--- config.mk ---
export PLATFORM = sky130hd
export DESIGN_NAME = led_breathe_cycle_dimmer_top
export DESIGN_NICKNAME = d
export VERILOG_FILES = /design/src/rtl/core/ldc_pkg.sv /design/src/rtl/core/ldc_front.sv /design/src/rtl/core/ldc_queue.sv /design/src/rtl/core/ldc_back.sv /design/src/rtl/core/led_breathe_cycle_dimmer_top.sv
export SDC_FILE = /design/constraint.sdc
export NUM_CORES = 1
export LEC_CHECK = 0
export ABC_AREA = 1
export BUFFER_PORTS_ARGS = -buffer_cell sky130_fd_sc_hd__buf_2
export CORE_AREA = 2 2 168 170
export CTS_BUF_LIST = sky130_fd_sc_hd__clkbuf_8
export DETAILED_ROUTE_END_ITERATION = 12
export DIE_AREA = 0 0 170 172
export GPL_TIMING_DRIVEN = 0
export SLEW_MARGIN = 20
export SYNTH_ARGS = -nofsm -noshare
export SYNTH_HDL_FRONTEND = slang
export SYNTH_SLANG_ARGS = --single-unit
--- constraint.sdc ---
create_clock -name clk -period 5.6 [get_ports clk]
set_clock_uncertainty 0.1 [all_clocks]
set_input_delay 1.12 -clock clk [delete_from_list [all_inputs] [get_ports clk]]
set_output_delay 1.12 -clock clk [all_outputs]
set_load 0.005 [all_outputs]
--- src/rtl/core/ldc_pkg.sv ---
// Shared types, register indexes and helper functions of the breathing LED dimmer.
// Depends on nothing; every other file of the block imports it.
`timescale 1ns / 1ps
`default_nettype none

package ldc_pkg;

  localparam int LDC_QDEPTH = 2;

  localparam int LDC_CFG_IDX_W  = 3;
  localparam int LDC_CFG_DATA_W = 16;

  localparam logic [LDC_CFG_IDX_W-1:0] CFG_LED_MODE     = 3'd0;
  localparam logic [LDC_CFG_IDX_W-1:0] CFG_BASE_GREEN   = 3'd1;
  localparam logic [LDC_CFG_IDX_W-1:0] CFG_BASE_BLUE    = 3'd2;
  localparam logic [LDC_CFG_IDX_W-1:0] CFG_PERIOD_MS    = 3'd3;
  localparam logic [LDC_CFG_IDX_W-1:0] CFG_PRESS_ENABLE = 3'd4;
  localparam logic [LDC_CFG_IDX_W-1:0] CFG_PRESS_GREEN  = 3'd5;
  localparam logic [LDC_CFG_IDX_W-1:0] CFG_PRESS_BLUE   = 3'd6;
  localparam logic [LDC_CFG_IDX_W-1:0] CFG_BRIGHTNESS   = 3'd7;

  localparam logic [1:0] MODE_SOLID   = 2'd0;
  localparam logic [1:0] MODE_BREATHE = 2'd1;
  localparam logic [1:0] MODE_CYCLE   = 2'd2;
  localparam logic [1:0] MODE_OFF     = 2'd3;

  localparam logic [7:0] BRIGHTNESS_RESET = 8'd255;
  localparam logic [7:0] LEVEL_MAX        = 8'd255;
  localparam logic [7:0] PHASE_HALF       = 8'd128;

  typedef struct packed {
    logic [1:0]  led_mode;
    logic [7:0]  base_green;
    logic [7:0]  base_blue;
    logic [15:0] period_ms;
    logic        press_enable;
    logic [7:0]  press_green;
    logic [7:0]  press_blue;
    logic [7:0]  brightness;
  } cfg_t;

  // One classified tick: breathe entries still need the wave scaling.
  typedef struct packed {
    logic       breathe;
    logic [7:0] green;
    logic [7:0] blue;
    logic [7:0] wave;
  } q_entry_t;

  typedef struct packed {
    logic full;
    logic empty;
  } q_stat_t;

  function automatic logic [7:0] tri_wave(input logic [7:0] p);
    logic [7:0] w;
    if (p < PHASE_HALF) begin
      w = {p[6:0], 1'b0};
    end else begin
      w = {~p[6:0], 1'b0};
    end
    return w;
  endfunction

  function automatic logic [7:0] mul_scale(input logic [7:0] v, input logic [7:0] by);
    logic [15:0] prod;
    prod = v * by;
    return prod[15:8];
  endfunction

endpackage

`default_nettype wire

--- src/rtl/core/ldc_front.sv ---
// Front end: accepts tick beats, advances the tick counter and phase, classifies the tick.
// Depends on ldc_pkg; feeds ldc_queue.
`timescale 1ns / 1ps
`default_nettype none

module ldc_front import ldc_pkg::*; (
  input  wire logic     clk,
  input  wire logic     rst_n,
  input  wire cfg_t     cfg,
  input  wire logic     accept,
  input  wire logic     key_down,
  output q_entry_t      entry
);

  logic [7:0] tick_count_r, tick_count_nxt;
  logic [7:0] anim_phase_r, anim_phase_nxt;
  logic [7:0] step;
  logic [8:0] cnt;
  logic       adv;
  logic [7:0] wave;

  always_comb begin
    step = (cfg.period_ms[15:8] == 8'd0) ? 8'd1 : cfg.period_ms[15:8];
    cnt  = {1'b0, tick_count_r} + 9'd1;
    adv  = cnt >= {1'b0, step};
    tick_count_nxt = adv ? 8'd0 : cnt[7:0];
    anim_phase_nxt = adv ? anim_phase_r + 8'd1 : anim_phase_r;
    wave = tri_wave(anim_phase_nxt);

    entry.breathe = 1'b0;
    entry.wave    = wave;
    entry.green   = 8'd0;
    entry.blue    = 8'd0;
    if (key_down && cfg.press_enable) begin
      entry.green = cfg.press_green;
      entry.blue  = cfg.press_blue;
    end else begin
      unique case (cfg.led_mode)
        MODE_SOLID: begin
          entry.green = cfg.base_green;
          entry.blue  = cfg.base_blue;
        end
        MODE_BREATHE: begin
          entry.breathe = 1'b1;
          entry.green   = cfg.base_green;
          entry.blue    = cfg.base_blue;
        end
        MODE_CYCLE: begin
          entry.green = LEVEL_MAX - wave;
          entry.blue  = wave;
        end
        default: begin
          entry.green = 8'd0;
          entry.blue  = 8'd0;
        end
      endcase
    end
  end

  always_ff @(posedge clk) begin
    if (!rst_n) begin
      tick_count_r <= 8'd0;
      anim_phase_r <= 8'd0;
    end else if (accept) begin
      tick_count_r <= tick_count_nxt;
      anim_phase_r <= anim_phase_nxt;
    end
  end

endmodule

`default_nettype wire

--- src/rtl/core/ldc_queue.sv ---
// Short queue of classified ticks between the front end and the scaling back end.
// Depends on ldc_pkg.
`timescale 1ns / 1ps
`default_nettype none

module ldc_queue import ldc_pkg::*; #(
  parameter int DEPTH = LDC_QDEPTH
) (
  input  wire logic     clk,
  input  wire logic     rst_n,
  input  wire logic     push,
  input  wire q_entry_t push_data,
  input  wire logic     pop,
  output q_entry_t      head,
  output q_stat_t       stat
);

  localparam int PTR_W = (DEPTH > 1) ? $clog2(DEPTH) : 1;
  localparam int CNT_W = $clog2(DEPTH + 1);
  localparam logic [PTR_W-1:0] LAST = PTR_W'(DEPTH - 1);
  localparam logic [CNT_W-1:0] FULL_CNT = CNT_W'(DEPTH);

  q_entry_t         mem [DEPTH];
  logic [PTR_W-1:0] wr_ptr_r, rd_ptr_r;
  logic [CNT_W-1:0] count_r, count_nxt;

  assign head       = mem[rd_ptr_r];
  assign stat.full  = count_r == FULL_CNT;
  assign stat.empty = count_r == '0;

  always_comb begin
    count_nxt = count_r;
    if (push && !pop) begin
      count_nxt = count_r + CNT_W'(1);
    end else if (pop && !push) begin
      count_nxt = count_r - CNT_W'(1);
    end
  end

  always_ff @(posedge clk) begin
    if (push) begin
      mem[wr_ptr_r] <= push_data;
    end
  end

  always_ff @(posedge clk) begin
    if (!rst_n) begin
      wr_ptr_r <= '0;
      rd_ptr_r <= '0;
      count_r  <= '0;
    end else begin
      count_r <= count_nxt;
      if (push) begin
        wr_ptr_r <= (wr_ptr_r == LAST) ? '0 : wr_ptr_r + PTR_W'(1);
      end
      if (pop) begin
        rd_ptr_r <= (rd_ptr_r == LAST) ? '0 : rd_ptr_r + PTR_W'(1);
      end
    end
  end

endmodule

`default_nettype wire

--- src/rtl/core/ldc_back.sv ---
// Back end: scales queued levels by wave and brightness on one shared 8x8 multiplier,
// then holds the result beat in the output register. Depends on ldc_pkg.
`timescale 1ns / 1ps
`default_nettype none

module ldc_back import ldc_pkg::*; (
  input  wire logic       clk,
  input  wire logic       rst_n,
  input  wire cfg_t       cfg,
  input  wire q_entry_t   head,
  input  wire q_stat_t    stat,
  output logic            pop,
  output logic            out_valid,
  input  wire logic       out_ready,
  output logic [7:0]      out_green_level,
  output logic [7:0]      out_blue_level,
  output logic [4:0]      out_green_duty,
  output logic [4:0]      out_blue_duty,
  output logic            out_led_enable
);

  localparam logic [2:0] S_IDLE = 3'd0;
  localparam logic [2:0] S_G1   = 3'd1;
  localparam logic [2:0] S_B1   = 3'd2;
  localparam logic [2:0] S_G2   = 3'd3;
  localparam logic [2:0] S_B2   = 3'd4;
  localparam logic [2:0] S_OUT  = 3'd5;

  logic [2:0] state_r, state_nxt;
  logic [7:0] g_r, b_r, w_r;
  logic [7:0] mul_a, mul_b, mul_q;
  logic       out_valid_r;
  logic [7:0] out_g_r, out_b_r;
  logic       out_free;

  assign out_free = !out_valid_r || out_ready;
  assign pop      = (state_r == S_IDLE) && !stat.empty;

  always_comb begin
    mul_a = g_r;
    mul_b = cfg.brightness;
    unique case (state_r)
      S_G1: begin
        mul_a = g_r;
        mul_b = w_r;
      end
      S_B1: begin
        mul_a = b_r;
        mul_b = w_r;
      end
      S_B2: begin
        mul_a = b_r;
        mul_b = cfg.brightness;
      end
      default: begin
        mul_a = g_r;
        mul_b = cfg.brightness;
      end
    endcase
    mul_q = mul_scale(mul_a, mul_b);
  end

  always_comb begin
    state_nxt = state_r;
    unique case (state_r)
      S_IDLE: if (pop) state_nxt = head.breathe ? S_G1 : S_G2;
      S_G1:   state_nxt = S_B1;
      S_B1:   state_nxt = S_G2;
      S_G2:   state_nxt = S_B2;
      S_B2:   state_nxt = S_OUT;
      S_OUT:  if (out_free) state_nxt = S_IDLE;
      default: state_nxt = S_IDLE;
    endcase
  end

  always_ff @(posedge clk) begin
    if (pop) begin
      g_r <= head.green;
      b_r <= head.blue;
      w_r <= head.wave;
    end else if (state_r == S_G1 || state_r == S_G2) begin
      g_r <= mul_q;
    end else if (state_r == S_B1 || state_r == S_B2) begin
      b_r <= mul_q;
    end
    if (state_r == S_OUT && out_free) begin
      out_g_r <= g_r;
      out_b_r <= b_r;
    end
  end

  always_ff @(posedge clk) begin
    if (!rst_n) begin
      state_r     <= S_IDLE;
      out_valid_r <= 1'b0;
    end else begin
      state_r <= state_nxt;
      if (state_r == S_OUT && out_free) begin
        out_valid_r <= 1'b1;
      end else if (out_ready) begin
        out_valid_r <= 1'b0;
      end
    end
  end

  assign out_valid       = out_valid_r;
  assign out_green_level = out_g_r;
  assign out_blue_level  = out_b_r;
  assign out_green_duty  = out_g_r[7:3];
  assign out_blue_duty   = out_b_r[7:3];
  assign out_led_enable  = (out_g_r != 8'd0) || (out_b_r != 8'd0);

endmodule

`default_nettype wire

--- src/rtl/core/led_breathe_cycle_dimmer_top.sv ---
// Top level of the breathing LED dimmer: configuration registers, front end, queue, back end.
// Depends on ldc_pkg, ldc_front, ldc_queue and ldc_back.
//
//   Channel  Direction  Handshake             Payload
//   in_      input      in_valid / in_ready   in_key_down
//   out_     output     out_valid / out_ready levels, duties, led_enable
//   cfg_     input      cfg_we                cfg_index, cfg_wdata
//
// A tick beat is classified and queued in the cycle it is accepted.
// In breathe mode the back end does four multiplies on one shared 8x8
// multiplier (G1, B1, G2, B2) between pop and result beat, otherwise two (G2, B2).
// Input stalls only when the queue is full; a result waiting for out_ready
// leaves the front end and queue running. Reset is synchronous.
`timescale 1ns / 1ps
`default_nettype none

module led_breathe_cycle_dimmer_top import ldc_pkg::*; #(
  parameter int QDEPTH = LDC_QDEPTH
) (
  input  wire logic                      clk,
  input  wire logic                      rst_n,
  input  wire logic                      in_valid,
  output logic                           in_ready,
  input  wire logic                      in_key_down,
  output logic                           out_valid,
  input  wire logic                      out_ready,
  output logic [7:0]                     out_green_level,
  output logic [7:0]                     out_blue_level,
  output logic [4:0]                     out_green_duty,
  output logic [4:0]                     out_blue_duty,
  output logic                           out_led_enable,
  input  wire logic                      cfg_we,
  input  wire logic [LDC_CFG_IDX_W-1:0]  cfg_index,
  input  wire logic [LDC_CFG_DATA_W-1:0] cfg_wdata
);

  cfg_t     cfg_r;
  q_entry_t entry;
  q_entry_t head;
  q_stat_t  stat;
  logic     accept;
  logic     pop;

  always_ff @(posedge clk) begin
    if (!rst_n) begin
      cfg_r.led_mode     <= MODE_SOLID;
      cfg_r.base_green   <= 8'd0;
      cfg_r.base_blue    <= 8'd0;
      cfg_r.period_ms    <= 16'd0;
      cfg_r.press_enable <= 1'b0;
      cfg_r.press_green  <= 8'd0;
      cfg_r.press_blue   <= 8'd0;
      cfg_r.brightness   <= BRIGHTNESS_RESET;
    end else if (cfg_we) begin
      unique case (cfg_index)
        CFG_LED_MODE:     cfg_r.led_mode     <= cfg_wdata[1:0];
        CFG_BASE_GREEN:   cfg_r.base_green   <= cfg_wdata[7:0];
        CFG_BASE_BLUE:    cfg_r.base_blue    <= cfg_wdata[7:0];
        CFG_PERIOD_MS:    cfg_r.period_ms    <= cfg_wdata;
        CFG_PRESS_ENABLE: cfg_r.press_enable <= cfg_wdata[0];
        CFG_PRESS_GREEN:  cfg_r.press_green  <= cfg_wdata[7:0];
        CFG_PRESS_BLUE:   cfg_r.press_blue   <= cfg_wdata[7:0];
        CFG_BRIGHTNESS:   cfg_r.brightness   <= cfg_wdata[7:0];
        default: ;
      endcase
    end
  end

  assign in_ready = !stat.full;
  assign accept   = in_valid && in_ready;

  ldc_front u_front (
    .clk      (clk),
    .rst_n    (rst_n),
    .cfg      (cfg_r),
    .accept   (accept),
    .key_down (in_key_down),
    .entry    (entry)
  );

  ldc_queue #(
    .DEPTH (QDEPTH)
  ) u_queue (
    .clk       (clk),
    .rst_n     (rst_n),
    .push      (accept),
    .push_data (entry),
    .pop       (pop),
    .head      (head),
    .stat      (stat)
  );

  ldc_back u_back (
    .clk             (clk),
    .rst_n           (rst_n),
    .cfg             (cfg_r),
    .head            (head),
    .stat            (stat),
    .pop             (pop),
    .out_valid       (out_valid),
    .out_ready       (out_ready),
    .out_green_level (out_green_level),
    .out_blue_level  (out_blue_level),
    .out_green_duty  (out_green_duty),
    .out_blue_duty   (out_blue_duty),
    .out_led_enable  (out_led_enable)
  );

  a_queue_sane: assert property (@(posedge clk) disable iff (!rst_n)
    !(stat.full && stat.empty))
    else $error("queue reports full and empty at once");

  a_pop_nonempty: assert property (@(posedge clk) disable iff (!rst_n)
    pop |-> !stat.empty)
    else $error("back end popped an empty queue");

  a_reset_no_beat: assert property (@(posedge clk)
    !rst_n |=> !out_valid)
    else $error("result beat present right after reset");

  a_enable_match: assert property (@(posedge clk) disable iff (!rst_n)
    out_valid |-> (out_led_enable == (out_green_level != 8'd0 || out_blue_level != 8'd0)))
    else $error("led enable disagrees with levels");

endmodule

`default_nettype wire

==> run summary <==
The first-pass GRT wire length is ~39 mm. Tracing the worst setup path back leads to its startpoint at u_back.state_r[1]. The total global routing overflow is 0. The kind of critical path is flip-flop to flip-flop. The detailed-routed wire length on met2 came out at approximately 11 mm. The routability congestion estimate from global placement came out at about 0.86. The remaining antenna violation count came out at 0.

After layout, the minimum clock period comes to ~5.3 ns. The total detailed-routing wirelength came out at 23.7 mm. For this run, the number of Yosys warnings is 0.

The worst register-to-register path begins at u_back.state_r[1]. The mapped netlist covers roughly 9400 sq um. The internal reg-to-reg setup slack is 0.31 ns. The detailed router finished its first iteration with a little under 500 violations. TritonCTS built the clock tree.

The synthesized area divided by synthesized cell count is 8.17 sq um. The highest net fanout along the worst path came out at 10. The via count of the first global-routing pass came out at ~7500. The HPWL after detailed placement is ~18 mm. The tree is rooted in a clkbuf_8. In the routed design, unresolved DRC markers number 0. The area inside the core boundary is between 20000 and 30000 sq um.

The synthesized netlist contains 37 unique library cells. The net count after synthesis came out at about 1300. STA puts the critical path data arrival time at 5.39 ns. The instance count of the mapped netlist is 1156. The pin count of the biggest net entering global routing came out at 26. The post-layout net count is about 1300. The number of buffers on the longest clock path came out at 2. Dividing the detail-routed wire length by the instance count gives between 10 and 15 um. Dividing the final minimum period by the clock period gives 0.944. The number of search-and-repair iterations in the first detailed-routing pass is 5.

STA classifies the critical path endpoint as a flip-flop. STA classifies the critical path startpoint as a flip-flop. The run finished with clean final reports. The number of diodes added for antenna fixing is 0.

Using the TritonRoute via totals, the vias-per-cell ratio works out to a little under 5. The hold violation count in the final report is 0. The number of endpoints failing setup at the final stage came out at 0. The met1 routed wirelength after detailed routing came out at ~11 mm. The clock transition at the registers of the reported paths is approximately 0.09 ns. Setup repair after global routing left no endpoint under its margin. The area of the die came out at slightly below 30000 sq um. The slew at the pin closest to its max-slew limit came out at slightly above 0.8 ns. The final-report max-slew violation count came out at 0. The die is between 150 and 200 um tall. The number of clock sinks seen by CTS is ~160. Routed signal wires occupy layers up through met4.

The number of buffers created by CTS is 17. In this run the worst setup path terminates at u_back.g_r[5]. The number of maximum-capacitance violations is 0. From synthesis to final layout, the design area changed by 12.8%.

Hold repair after CTS inserted 0 buffers. Measured against its own limit, the worst slew margin works out to 0.463. Across every metal layer, demand over resource in global routing totals 0.169. Synthesis inferred 163 register bits.

The achievable clock frequency is around 190 MHz. The wire length on met3 came out at 873 um. The setup TNS is 0 ns. Summing over every cut layer, the via total after detailed routing is roughly 7700. The initial antenna violation count came out at 0. The number of standard-cell rows in the floorplan is slightly above 60. The clock latency on the worst-skew pair came out at around 0.46 ns. The required arrival time at the worst endpoint came out at between 5 and 6 ns. The number of ports placed on the die boundary is 54. In this run the worst hold path is classified as flip-flop to flip-flop.

The count of buffers added on input and output ports is 53. The die extent in x is around 170 um. The most common cell after layout, fill and taps aside is nand2_1. The worst register-to-register path has a depth of 20. The library cells used most frequently in the layout, excluding fill and tap cells, are nand2_1 (265), nor2_1 (169), inv_1 (130). The startpoint identified for the worst hold timing path is u_queue.rd_ptr_r. The worst register-to-register path ends at u_back.g_r[5]. The initial utilization of the core area, before any placement, comes to 0.344. The share of the Yosys chip area taken by registers is 0.438. The share of final-layout standard cells stronger than drive strength 1 came out at 0.127.

The level count of the clock H-tree came out at 4.
-- cells by family after synthesis --
family / synth area share
multiplexers: 0.00106
adder cells (fa/ha/maj): 0.133
XOR/XNOR: 0.0139
AO/OA/AOI/OAI: 0.0932
AND/OR/NAND/NOR: 0.242
buffers and inverters: 0.0795
flip-flops: 0.438
-- state kept, by name, summed over array words and instances (netlist names), 2 cells and up, named ones only --
name,count
u_back.g_r,8
u_queue.count_r,2
cfg_r,51
u_back.out_blue_level,8
u_back.b_r,8
u_back.out_green_level,8
u_back.w_r,7
u_back.state_r,3
u_queue.mem,48
u_front.tick_count_r,8
u_front.anim_phase_r,8
-- Yosys cell counts --
| master | instances | area share |
|---|---|---|
| nor2_1 | 173 | 0.069 |
| nand3_4 | 1 | 0.0019 |
| nand3_1 | 44 | 0.023 |
| a211oi_1 | 1 | 0.00080 |
| xnor2_1 | 3 | 0.0028 |
| a41o_1 | 1 | 0.0011 |
| buf_4 | 10 | 0.0080 |
| nand3_2 | 3 | 0.0032 |
| a21oi_1 | 78 | 0.041 |
| edfxtp_1 | 87 | 0.28 |
| xor2_1 | 12 | 0.011 |
| clkinv_1 | 3 | 0.0012 |
| and2_1 | 1 | 0.00066 |
| nor2_8 | 1 | 0.0021 |
| or2_2 | 2 | 0.0013 |
| nand2_1 | 267 | 0.11 |
| nand4_1 | 26 | 0.017 |
| nand2_2 | 10 | 0.0066 |
| fa_1 | 35 | 0.074 |
| buf_6 | 3 | 0.0036 |
| o21ai_0 | 82 | 0.043 |
| a2111oi_0 | 1 | 0.00093 |
| mux2i_1 | 1 | 0.0011 |
| nor2_2 | 4 | 0.0027 |
| dfxtp_1 | 76 | 0.16 |
| ha_1 | 44 | 0.058 |
| buf_2 | 3 | 0.0016 |
| clkbuf_1 | 25 | 0.0099 |
| inv_1 | 138 | 0.055 |
| nor3_1 | 7 | 0.0037 |
| nor4_1 | 5 | 0.0033 |
| o21bai_1 | 1 | 0.00080 |
| nand3b_1 | 1 | 0.00080 |
| a31oi_1 | 2 | 0.0013 |
| a221oi_1 | 2 | 0.0019 |
| a21o_1 | 2 | 0.0016 |
| inv_2 | 1 | 0.00040 |
-- what timing repair did --
item                       in CTS  in global routing
resized for setup              26                 25
gates cloned                    0                  0
buffers inserted                1                  0
setup endpoints to repair      14                 12
-- routing by layer --
layer | vias to the layer above | GRT usage
met5 | - | 0
met4 | 0 | 0.0509
met3 | 28 | 0.0220
met2 | 162 | 0.284
met1 | 3591 | 0.230
li1 | 3910 | -
-- final cells by class --
cell class | count | area, sq um
Multi-Input combinational cell | 810 | 4670
Clock buffer | 17 | 234
Timing Repair Buffer | 54 | 273
Tap cell | 346 | 433
Buffer | 41 | 225
Clock inverter | 15 | 140
Fill cell | 2841 | 16800
Inverter | 142 | 533
Sequential cell | 163 | 4140
-- worst min-delay path by stage --
stage                                 to  cells past startpoint
2_1_floorplan  u_back.out_green_level[7]                      0
3_3_place_gp   u_back.out_green_level[0]                      0
3_5_place_dp   u_back.out_green_level[4]                      0
4_1_cts        u_back.out_green_level[4]                      0
5_1_grt        u_back.out_green_level[4]                      0
6_report                       flip-flop                      1
-- stage by stage --
stage / cells / setup WS (ns) / utilization / instance area [sq um] / hold slack [ns]
floorplan: 1156 / 0.418 / - / 9440 / 0.326
global placement: 1555 / -0.493 / 0.369 / 10100 / 0.333
detailed placement: 1555 / -0.530 / 0.370 / 10200 / 0.341
CTS: 1588 / 0.00215 / 0.385 / 10600 / 0.365
global route: 1588 / 0.00258 / 0.387 / 10600 / 0.382
finish: 1588 / 0.314 / 0.387 / 10600 / 0.364
-- worst max-delay path: stages, from the launching register on --
cell      delay (ns)
dfxtp_2         0.40
inv_1           0.10
nand3_1         0.15
nand2_2         0.11
clkbuf_4        0.20
o21ai_1         0.25
inv_2           0.14
nor2_1          0.14
fa_1            0.45
fa_1            0.51
fa_1            0.56
inv_1           0.06
fa_1            0.53
inv_1           0.05
ha_2            0.32
a21oi_4         0.20
o21ai_0         0.14
a221oi_2        0.28
nand3_1         0.11
nand3_1         0.15
nand2_1         0.08
Power is left out: the tool's default activity adds up to more than one toggle a clock period on the data nets, which glitch-free logic cannot reach.
